`config.mk`:
```
export PLATFORM = sky130hd
export DESIGN_NAME = pft_ctrl
export DESIGN_NICKNAME = d
export VERILOG_FILES = /design/src/hdl/pft_pkg.sv /design/src/hdl/pft_ctrl.sv
export SDC_FILE = /design/constraint.sdc
export NUM_CORES = 1
export LEC_CHECK = 0
export BUFFER_PORTS_ARGS = -buffer_cell sky130_fd_sc_hd__buf_4
export CELL_PAD_IN_SITES_DETAIL_PLACEMENT = 1
export CELL_PAD_IN_SITES_GLOBAL_PLACEMENT = 1
export CORE_UTILIZATION = 40
export CTS_CLUSTER_DIAMETER = 40
export DETAILED_ROUTE_END_ITERATION = 6
export HOLD_SLACK_MARGIN = 0.03
export MAX_ROUTING_LAYER = met4
export PLACE_DENSITY = 0.89
export SETUP_SLACK_MARGIN = 0.5
export SLEW_MARGIN = 20
export SYNTH_ARGS = -nofsm -noshare
export SYNTH_HDL_FRONTEND = slang
export SYNTH_SLANG_ARGS = --single-unit
```
`constraint.sdc`:
```
create_clock -name clock -period 2.8 [get_ports clock]
set_input_delay 0.42 -clock clock [delete_from_list [all_inputs] [get_ports clock]]
set_output_delay 0.42 -clock clock [all_outputs]
set_load 0.01 [all_outputs]
```
`src/hdl/pft_pkg.sv`:
```
// Types and constants of the filter table: opcodes, CSR indexes, field widths
// and the command bundle from controller to datapath. No dependencies.
package pft_pkg;

   localparam int VIOL_W     = 32;
   localparam int OBJ_W      = 48;
   localparam int GAMMA_W    = 16;
   localparam int CSR_IDX_W  = 3;
   localparam int CSR_DATA_W = 48;

   typedef enum logic [1:0] {
      OP_INIT    = 2'd0,
      OP_QUERY   = 2'd1,
      OP_AUGMENT = 2'd2,
      OP_NOP     = 2'd3
   } opcode_type;

   localparam logic [CSR_IDX_W-1:0] CSR_GAMMA_THETA = 3'd0;
   localparam logic [CSR_IDX_W-1:0] CSR_GAMMA_F     = 3'd1;
   localparam logic [CSR_IDX_W-1:0] CSR_TINY_VIOL   = 3'd2;
   localparam logic [CSR_IDX_W-1:0] CSR_INIT_VIOL   = 3'd3;
   localparam logic [CSR_IDX_W-1:0] CSR_INIT_OBJ    = 3'd4;

   // Reset values of the configuration registers
   localparam logic [GAMMA_W-1:0] GAMMA_RESET     = 16'd66;
   localparam logic [VIOL_W-1:0]  TINY_RESET      = 32'd0;
   localparam logic [VIOL_W-1:0]  INIT_VIOL_RESET = 32'hFFFF_FFFF;
   localparam logic [OBJ_W-1:0]   INIT_OBJ_RESET  = {1'b1, {(OBJ_W-1){1'b0}}};

   // Per-cycle commands from the controller
   typedef struct packed {
      logic load;      // capture the transaction's fields, clear flags
      logic prep_mul;  // multiply the trial violation by both factors
      logic prep_sat;  // form the shrunk pair
      logic rd_en;     // read one table entry
      logic init;      // empty the table and store the initial pair
      logic insert;    // store the shrunk pair if room and not present
      logic publish;   // load the result registers
   } pft_cmd_type;

endpackage

```
`src/hdl/pft_ctrl.sv`:
```
// Controller of the filter table: sequences init, prep, table scan, insert
// and result strobe. Depends on pft_pkg.
module pft_ctrl #(
   parameter int ENTRIES = 64
) (
   input  logic                       clock,
   input  logic                       reset,
   input  logic                       start,
   input  logic [1:0]                 req_opcode,
   output logic                       busy,
   output logic                       rsp_valid,
   output pft_pkg::pft_cmd_type       cmd,
   output logic [$clog2(ENTRIES)-1:0] rd_addr
);
   import pft_pkg::*;

   localparam int AW = $clog2(ENTRIES);
   localparam logic [AW-1:0] LAST_ADDR = AW'(ENTRIES - 1);

   typedef enum logic [2:0] {
      S_IDLE,
      S_PREP_MUL,
      S_PREP_SAT,
      S_SCAN,
      S_DRAIN,
      S_INSERT,
      S_INIT,
      S_FINISH
   } state_type;

   state_type  state_ff;
   opcode_type op_ff;
   logic [AW-1:0] addr_ff;
   logic       drain_ff;
   logic       busy_ff;
   logic       rsp_valid_ff;

   // State, scan address and registered handshake outputs
   always_ff @(posedge clock) begin
      if (reset) begin
         state_ff     <= S_IDLE;
         op_ff        <= OP_NOP;
         addr_ff      <= '0;
         drain_ff     <= 1'b0;
         busy_ff      <= 1'b0;
         rsp_valid_ff <= 1'b0;
      end else begin
         rsp_valid_ff <= 1'b0;
         case (state_ff)
            S_IDLE: begin
               addr_ff  <= '0;
               drain_ff <= 1'b0;
               if (start) begin
                  op_ff   <= opcode_type'(req_opcode);
                  busy_ff <= 1'b1;
                  case (opcode_type'(req_opcode))
                     OP_INIT:    state_ff <= S_INIT;
                     OP_QUERY:   state_ff <= S_SCAN;
                     OP_AUGMENT: state_ff <= S_PREP_MUL;
                     default:    state_ff <= S_FINISH;
                  endcase
               end
            end
            S_PREP_MUL: state_ff <= S_PREP_SAT;
            S_PREP_SAT: state_ff <= S_SCAN;
            S_SCAN: begin
               if (addr_ff == LAST_ADDR) begin
                  state_ff <= S_DRAIN;
               end else begin
                  addr_ff <= addr_ff + 1'b1;
               end
            end
            // lets the read and multiply stages empty
            S_DRAIN: begin
               if (drain_ff) begin
                  state_ff <= (op_ff == OP_AUGMENT) ? S_INSERT : S_FINISH;
               end
               drain_ff <= 1'b1;
            end
            S_INSERT: state_ff <= S_FINISH;
            S_INIT:   state_ff <= S_FINISH;
            S_FINISH: begin
               rsp_valid_ff <= 1'b1;
               busy_ff      <= 1'b0;
               state_ff     <= S_IDLE;
            end
            default: state_ff <= S_IDLE;
         endcase
      end
   end

   // Commands decoded from the state
   always_comb begin
      cmd          = '0;
      cmd.load     = (state_ff == S_IDLE) && start;
      cmd.prep_mul = (state_ff == S_PREP_MUL);
      cmd.prep_sat = (state_ff == S_PREP_SAT);
      cmd.rd_en    = (state_ff == S_SCAN);
      cmd.init     = (state_ff == S_INIT);
      cmd.insert   = (state_ff == S_INSERT);
      cmd.publish  = (state_ff == S_FINISH);
   end

   assign rd_addr   = addr_ff;
   assign busy      = busy_ff;
   assign rsp_valid = rsp_valid_ff;

endmodule

```
-- Word-level counts from Yosys, hierarchy flattened
Cells that the tools add are included.
- flip-flop bits (word level): 14
- input bits: 5
- output and inout port bits: 15
- word-level logic and storage cells: 45
- add/sub/neg operators: 1
- eq/ne operators: 15
- multiplexer cells: 12
- reductions and logical operators: 11
- operator list (kind ; count):
    $pmux W3 S7 ; 1
    $eq A3 B3 Y1 const B ; 4
    $pmux W6 S2 ; 1
    $mux W3 ; 3
    $pmux W3 S3 ; 1
    $add A6 B1 Y6 const B ; 1
    $eq A3 B2 Y1 const B ; 2
    $eq A6 B6 Y1 const B ; 1
    $mux W6 ; 1
    $ne A2 B2 Y1 const B ; 3
    $reduce_and A2 Y1 ; 3
    $reduce_bool A2 Y1 ; 3
    $eq A2 B2 Y1 const B ; 2
    $pmux W1 S2 ; 2
    $eq A3 B1 Y1 const B ; 1
    $logic_not A3 Y1 ; 1
    $reduce_and A3 Y1 ; 1
    $eq A2 B1 Y1 const B ; 1
    $logic_not A2 Y1 ; 1
    $mux W1 ; 2
    $mux W2 ; 1
    $ne A2 B1 Y1 const B ; 1
    $reduce_or A2 Y1 ; 1
    $logic_and A1 B1 Y1 ; 1

-- Logic depth before layout (Yosys ltp)
Gate-level depths: netlist (run 1).
- word-level depth: 4
- mapped depth: 5
- mapped depth without buffers: 5

-- Worst setup path after synthesis (run 1)
Ideal clock, no wire load.
- kind: register -> output
- start point: register state_ff[0]
- end point: output cmd[5] (netlist name)
- data arrival time: 0.962 ns
- setup slack: 1.418 ns
- stages on the path, launching flop included: 3
- path buffers: 1
- cell sequence: dfxtp_1 > buf_2 > nor3b_1
- RTL lines (element ; line ; source):
    start: declaration ; pft_ctrl.sv:31 ; state_type state_ff;
    start signal: assignment ; pft_ctrl.sv:76 ; state_ff <= (op_ff == OP_AUGMENT) ? S_INSERT : S_FINISH;
    end: declaration ; pft_ctrl.sv:12 ; output pft_pkg::pft_cmd_type cmd,

==> results.toml, run 1 <==
[run_status]
outcome = "completed"

[placement]
io_buffers = 19
dp_hpwl_mm = 1.42
place.gp.congestion = 0.755

[setup_path]
startpoint_type = "flop"
cpMaxStageDelayCell = "dfxtp_1"
endpoint_kind = "output port"
arrival_ns = 1.54
cp_top_family = "flip-flops"
worst-path-buf-inv = 2
criticalPathCategory = "flop to output port"
max_stage_delay_ns = 0.69
worst_ep_required_time_ns = 2.38
path_cells = "inv_1 -> nor3_1 -> buf_4"
cp_max_fo = 16

[drt]
dr.pass1.iters = 4
met2_length_um = 902
drt-total-wl_mm = 1.95
routedWlPerCell_um = 14.4
vias_per_cell = 5.59
num_vias = 754
drtIter0Drc = 12
top_layer = "met4"
ant_nets = 0
wl_met3_um = 89
m1WireLength_um = 920
drc_errors = 0

[synth]
synth_nets = 102
yosysTopAreaCell = "dfxtp_1"
netlist_area_sq_um = 810
synth.avg_cell_area_sq_um = 8.61
synth_area_leaders = "dfxtp_1 35%, mux2i_1 7.4%, ha_1 4.6%, nand2_1 4.6%, a21oi_1 4.3%"
synth_common_cells = "14 x dfxtp_1, 10 x nand2_1, 7 x a21oi_1"
synth.ff_latch_count = 14
synth-edff-count = 0
ys_warn_count = 0
muxShareOfSynthArea_pct = 7.42
synth_top_family_by_area = "simple AND/OR/NAND/NOR gates"
ys_seq_area_share_pct = 34.6
synth_top_area_share_pct = 34.6
synth_xor_area_share_pct = 0
async_reset_ff_share_pct = 0
synth_flop_cell = "dfxtp_1"
syn_inst = 94
synth.most_common_cell = "dfxtp_1"
yosys.area_share.simple_pct = 29.7
synth_compound_area_share_pct = 16.5
synth_adder_area_share_pct = 4.64
yosysUniqueCellTypes = 36

[timing]
fin_skew_ns = 0.00364
period_needed_ns = 1.96
fin_tns_setup_ns = 0
grt_setup_unrepaired = "false"
tightest_slew_ns = 0.650
hold_ws_ns = 0.316
setup_viol = 0
finalHoldViolCount = 0
clock.fmax_ghz = 0.509
maxSlewViolCount = 0
maxSlewHeadroom_pct = 56.6
fin_crit_sh_pct = 70.2

[clock_network]
cts_repair_resize_count = 0
cts_hold_buf = 0
cts_root_buf = "clkbuf_4"
cts_buffer_depth = 2
post-cts-setup-buffers = 0
numCtsBuffers = 3
clkTransAtPathRegs_ns = 0.09
htree_levels = 1
cts_num_sinks = 14
cts_tree = "yes"
clock_latency_ns = 0.29

[global_routing]
grt_max_degree = 21
grt_antenna_before_repair = 0
first_global_vias = 656
grt_pass1_wl_mm = 3.15
grt_usage_pct = 21.7
grt_overflow = 0

[power_and_ir_drop]
leakage_nw = 0.413
total_power_mw = 0.568
cellPowerDensity_mw_per_mm2 = 579
peakVddDrop_uv = 304

[finish]
fill_cells = 234
syn_to_final_growth_pct = 21.2
drive_above_1_share_pct = 22.7
finalNetCount = 119
antenna-diode-count = 0

[job]
drv_cap = 0

[die]
ios = 20
start_util_pct = 44.9
die_x_um = 47.0
chipHeight_um = 47.0
core_area_sq_mm = 0.00180
num_rows = 15
dieArea_sq_mm = 0.00221

[hold_path]
hold_class = "input port to flop"
cells in the final DEF (no fill, tap or decap), drive strengths merged, types with 2 or more instances in the layout:
| master | netlist | layout |
|---|---|---|
| nand2 | 10 | 10 |
| nand4 | 2 | 2 |
| a21oi | 7 | 7 |
| nor3 | 3 | 3 |
| a31oi | 2 | 2 |
| ha | 3 | 3 |
| nand3 | 5 | 5 |
| nand3b | 3 | 3 |
| nor2 | 4 | 4 |
| dfxtp | 14 | 14 |
| clkbuf | 3 | 4 |
| mux2i | 6 | 6 |
| o21ai | 2 | 2 |
| nor4b | 2 | 2 |
| a211oi | 2 | 2 |
| inv | 5 | 5 |
| buf | 4 | 19 |
| nor3b | 2 | 2 |
power by group:
part / total, mW / internal [mW] / switching [mW] / leakage, nW
Sequential: 0.267 / 0.218 / 0.0495 / 0.114
Clock: 0.155 / 0.0794 / 0.0755 / 0.0210
Combinational: 0.145 / 0.0755 / 0.0699 / 0.277
final cells by class:
type	instances	area (sq um)	area share, %
clock buffer	4	36.3	3.70
inverter	5	18.8	1.91
multi-input combinational	68	472	48.1
sequential	14	280	28.6
tap	25	31.3	3.19
timing repair buffer	19	143	14.5
final timing paths:
kind | start | to | slack (ns) | depth (start not counted)
setup reg to reg | state_ff[1] | rd_addr[1] | 1.24 | 3
hold / removal | reset | busy | 0.32 | 2
hold reg to reg | op_ff[1] | op_ff[1] | 0.48 | 2
setup / recovery | state_ff[1] | cmd[4] | 0.84 | 3
metrics by stage:
step / area (sq um) / setup WS, ns / instances / util [%]
finish: 981 / 0.835 / 135 / 54.4
global route: 981 / 0.709 / 135 / 54.4
detailed placement: 945 / 1.18 / 131 / 52.4
floorplan: 810 / 1.42 / 94 / -
CTS: 981 / 0.836 / 135 / 54.4
global placement: 945 / 1.24 / 131 / 52.4
state kept, by name, summed over array words and instances, names as in the netlist:
name / cells
rsp_valid: 1
busy: 1
op_ff: 2
rd_addr: 6
state_ff: 3
drain_ff: 1
metal layers:
layer | global-route usage [%] | vias to the layer above
met4 | 10.3 | 0
met5 | - | -
li1 | - | 376
met3 | 4.62 | 4
met1 | 29.4 | 354
met2 | 30.6 | 20
kinds of logic after synthesis:
group | after synthesis
buf+inv | 12
flops | 14
fa+ha+maj | 3
compound gates | 20
mux | 6
simple gates | 39
No activity file was read; power rests on OpenSTA's default activity.
==> inputs of run 2 (changes only) <==
Settings changed: CORE_UTILIZATION 40 to 34, PLACE_DENSITY 0.89 to 0.81.
Clock period 2.8 ns to 1.76 ns, I/O delays scaled along.
==> run 2 against run 1 <==
  * Core utilization is 0.89 points lower
  * Final area is 22% higher
  * Clock power is 23% higher
  * Die area is 17% higher
  * Clock-buffer cell count is 1 lower
  * Routed wire length is 37% higher
  * Global-route usage is 0.47 points lower
  * Total power is 79% higher
  * Critical path type unchanged
  * Hold slack worse by 0.15 ns
==> results.toml, run 2 (same netlist as run 1, synthesis figures left out) <==
[drt]
drt-total-wl_mm = 2.68
vias_per_cell = 5.70
routedWlPerCell_um = 17.7
dr.pass1.iters = 4
drtIter0Drc = 9
drc_errors = 0
num_vias = 861
ant_nets = 0

[setup_path]
cp_top_family = "flip-flops"
arrival_ns = 1.15
worst-path-buf-inv = 1
cp_max_fo = 7
cp_num_cells = 2
endpoint = "cmd[6]"
critPathLaunch = "state_ff[2]"
cpMaxStageDelayCell = "dfxtp_4"
ff2ff_path_depth = 4
r2r-end = "rd_addr[5]"
worst_ep_required_time_ns = 1.50
r2r_setup_slack_ns = 0.40
path_cells = "nor4b_4 -> buf_4"
startpoint_type = "flop"
endpoint_kind = "output port"
criticalPathCategory = "flop to output port"
rr_startpoint = "state_ff[0]"
max_stage_delay_ns = 0.39

[power_and_ir_drop]
peakVddDrop_uv = 540
cellPowerDensity_mw_per_mm2 = 850
clock_power_share_pct = 18.7
power_switching_mw = 0.368
sw_frac_of_total_pct = 36.2
p_int_mw = 0.648
seqPwrFrac_pct = 39.7
combPwrFrac_pct = 41.6
leakage_nw = 0.493

[timing]
maxSlewHeadroom_pct = 71.2
fin_skew_ns = 0.00233
clock.fmax_ghz = 0.708
layout_setup_ws_ns = 0.347
maxSlewViolCount = 0
setup_viol = 0
finalHoldViolCount = 0
fin_tns_setup_ns = 0
grt_setup_unrepaired = "true"
period_needed_ns = 1.41
tightest_slew_ns = 0.426
fin_crit_sh_pct = 80.3

[global_routing]
grt_overflow = 0
grt_antenna_before_repair = 0
grt_pass1_wl_mm = 3.85
first_global_vias = 809
grt_usage_pct = 21.3
grt_max_degree = 12

[finish]
fill_cells = 275
fin_util_pct = 53.6
finalNetCount = 133
layout_common_cells = "28 x buf_4, 9 x nand2_1, 6 x mux2i_1, 6 x dfxtp_4"
syn_to_final_growth_pct = 47.8
final_common_cell = "buf_4"
drive_above_1_share_pct = 48.8
antenna-diode-count = 0
largest_register_ffs = 6

[clock_network]
htree_levels = 1
cts_buffer_depth = 2
clock_latency_ns = 0.29
clkTransAtPathRegs_ns = 0.09
cts_num_sinks = 14
cts_tree = "yes"
cts_hold_buf = 0
numCtsBuffers = 3
cts_root_buf = "clkbuf_4"

[placement]
place_ws_ns = 0.205
io_buffers = 19
dp_hpwl_mm = 1.46
place.gp.congestion = 0.762

[die]
start_util_pct = 36.2
chipHeight_um = 50.8
ios = 20
dieArea_sq_mm = 0.00258
core_area_sq_mm = 0.00223
num_rows = 17
die_x_um = 50.8

[run_status]
outcome = "completed"

[hold_path]
hold_class = "input port to flop"

[job]
drv_cap = 0
## run 2: layout make-up
class / count / area [sq um] / area share [%]
multi-input cells: 68 / 553 / 46.2
flip-flops and latches: 14 / 307 / 25.6
repair buffers: 33 / 260 / 21.8
well taps: 28 / 35.0 / 2.93
clock buffers: 3 / 22.5 / 1.88
inverters: 5 / 18.8 / 1.57
## run 2: worst min-delay path by stage
stage | start | to | slack (ns) | cells past startpoint
after detailed placement | op_ff[0] | op_ff[0] | 0.45 | 2
after floorplan | reset | busy | 0.33 | 1
final | reset | busy | 0.17 | 2
after global routing | reset | busy | 0.16 | 2
after global placement | op_ff[0] | op_ff[0] | 0.45 | 2
after CTS | reset | busy | 0.17 | 2
## run 2: repair_timing
action,CTS,global route
hold endpoints to repair,0,0
gates resized for setup,18,25
buffers inserted,9,5
pin swaps,1,3
setup endpoints to repair,18,17
## run 2: power groups by stage
stage | Combinational, mW | Sequential, mW | Clock, mW
floorplan | 0.209 | 0.384 | 0
global placement | 0.225 | 0.428 | 0
detailed placement | 0.235 | 0.432 | 0
CTS | 0.326 | 0.407 | 0.189
global route | 0.451 | 0.407 | 0.210
finish | 0.423 | 0.403 | 0.190
## run 2: layer usage
metal	GRT usage, %	share of wire [%]
met1	27.6	45
met2	32.0	47
met3	3.64	4.0
met4	9.72	3.2
met5	-	0
## run 2: through the flow
stage          area [sq um]  hold slack, ns  power, mW  cells
2_1_floorplan           818           0.333      0.592     94
4_1_cts                1090           0.169      0.922    146
3_3_place_gp            948           0.452      0.653    134
3_5_place_dp            948           0.454      0.667    134
5_1_grt                1200           0.162       1.07    151
6_report               1200           0.169       1.02    151
## run 2: worst register-to-register path: cells and delay by family (launching register included)
| family | cells | cell delay, ns |
|---|---|---|
| and+or+nand+nor | 2 | 0.61 |
| DFF | 1 | 0.41 |
| AOI/OAI and AO/OA | 1 | 0.14 |
| buffers and inverters | 1 | 0.13 |
==> inputs of run 3 (changes only) <==
Settings changed: CORE_UTILIZATION 34 to 37, PLACE_DENSITY 0.81 to 0.84.
Clock period 1.76 ns to 1.3 ns, I/O delays scaled along.
==> run 3 against run 2 <==
  * The run now ends with setup timing left
  * Via count rose by 11%
  * Sequential power rose by 35%
  * First-iteration DRC count rose by 140%
  * Clock-buffer cell count rose by 1
  * Largest cell class unchanged
  * Largest power group unchanged
==> results.toml, run 3 (same netlist as run 1, synthesis figures left out) <==
[timing]
maxSlewHeadroom_pct = 72.9
fin_crit_sh_pct = 110
grt_setup_unrepaired = "true"
tightest_slew_ns = 0.405
hold_ws_ns = 0.108
layout_setup_ws_ns = -0.126
clock.fmax_ghz = 0.701
fin_tns_setup_ns = -1.06
setup_viol = 14
fin_skew_ns = 0.00646
finalHoldViolCount = 0
maxSlewViolCount = 0
period_needed_ns = 1.43

[power_and_ir_drop]
cellPowerDensity_mw_per_mm2 = 1170
leakage_nw = 0.592
peakVddDrop_uv = 835
total_power_mw = 1.70

[run_status]
outcome = "finished with violations"
violations = "setup timing"

[setup_path]
arrival_ns = 1.23
startpoint_type = "flop"
ff2ff_path_depth = 6
r2r_setup_slack_ns = -0.09
criticalPathCategory = "flop to output port"
rr_startpoint = "state_ff[2]"
r2r-end = "state_ff[1]"
worst_ep_required_time_ns = 1.11
endpoint_kind = "output port"
cp_max_fo = 6

[hold_path]
hold_class = "input port to flop"
min_to = "rsp_valid"
holdPathStages = 2
min-delay-start = "reset"

[finish]
syn_to_final_growth_pct = 79.8
fill_cells = 204
final_common_cell = "buf_4"
largest_register_ffs = 6
antenna-diode-count = 0
fin_area_sq_mm = 0.00146
finalNetCount = 145
fin_util_pct = 72.7
drive_above_1_share_pct = 64.0
final_cells = 163
layout_common_cells = "24 x buf_4, 19 x buf_6, 9 x dfxtp_4"

[clock_network]
htree_levels = 1
cts_num_sinks = 14
numCtsBuffers = 3
clock_latency_ns = 0.31
cts_tree = "yes"
cts_buffer_depth = 2
cts_hold_buf = 0
cts_root_buf = "clkbuf_4"
clkTransAtPathRegs_ns = 0.09

[global_routing]
grt_usage_pct = 31.0
grt_overflow = 0
grt_antenna_before_repair = 0
grt_max_degree = 12
first_global_vias = 962
grt_pass1_wl_mm = 5.13

[die]
ios = 20
start_util_pct = 40.4
num_rows = 16
core_area_sq_mm = 0.00200
die_x_um = 48.8
dieArea_sq_mm = 0.00238
chipHeight_um = 48.8

[drt]
dr.pass1.iters = 4
vias_per_cell = 5.85
drc_errors = 0
drtIter0Drc = 22
routedWlPerCell_um = 22.3
drt-total-wl_mm = 3.64
num_vias = 953
ant_nets = 0

[placement]
dp_hpwl_mm = 1.60
io_buffers = 19
placedCellCount = 138
placed_area_sq_mm = 0.00107
place.gp.congestion = 0.756
place_ws_ns = 0.0713

[job]
drv_cap = 0
==> run 3: cell count changes in the layout (fill, tap and decap cells not counted), moves of 2 or more <==
cell | previous run | this run
nor3_1 | 3 | 1
nor2_1 | 3 | 0
dfxtp_1 | 5 | 3
buf_4 | 28 | 24
dfxtp_4 | 6 | 9
buf_6 | 4 | 19
nand2_2 | 1 | 3
nand2_1 | 9 | 7
nor2_2 | 0 | 2
a211oi_2 | 0 | 2
nor3_2 | 0 | 2
inv_1 | 5 | 3
==> run 3: timing repair <==
action | in CTS | in global routing
buffers inserted | 17 | 3
pin swaps | 13 | 6
gates resized for setup | 35 | 13
endpoints found under the setup margin | 29 | 29
gates cloned | 1 | 0
==> run 3: how the worst max path moves through the flow <==
stage / start / end / slack [ns] / cells after the start
2_1_floorplan: state_ff[2] / op_ff[0] / 0.13 / 4
3_3_place_gp: rd_addr[1] / rd_addr[4] / 0.11 / 4
3_5_place_dp: state_ff[0] / rd_addr[5] / 0.07 / 3
4_1_cts: state_ff[2] / cmd[6] / -0.12 / 3
5_1_grt: state_ff[2] / cmd[6] / -0.17 / 3
6_report: state_ff[2] / cmd[6] / -0.13 / 3
==> run 3: final cells by class <==
type	instances	area, sq um	share of cell area, %
Inverter	5	22.5	1.55
Clock buffer	4	36.3	2.49
Multi-Input combinational cell	68	599	41.2
Timing Repair Buffer	45	447	30.7
Sequential cell	14	317	21.8
Tap cell	27	33.8	2.32
==> run 3: power by group <==
| part | internal [mW] | total, mW | switching, mW | leakage (nW) |
|---|---|---|---|---|
| clock | 0.172 | 0.352 | 0.180 | 0.0210 |
| combinational | 0.444 | 0.809 | 0.365 | 0.450 |
| sequential | 0.471 | 0.543 | 0.0722 | 0.122 |
| total | 1.09 | 1.70 | 0.617 | 0.592 |
==> run 3: worst max-delay path: stages (launching register included) <==
cell and delay (ns):
dfxtp_2 0.35, buf_12 0.14, nor4b_4 0.27, buf_4 0.17
==> run 3: metal layers <==
| layer | part of all wire, % | GRT usage, % | up-vias |
|---|---|---|---|
| met2 | 52 | 55.6 | 36 |
| met3 | 3.0 | 6.54 | 12 |
| li1 | - | - | 430 |
| met5 | 0 | - | - |
| met1 | 42 | 35.0 | 475 |
| met4 | 2.7 | 7.35 | 0 |
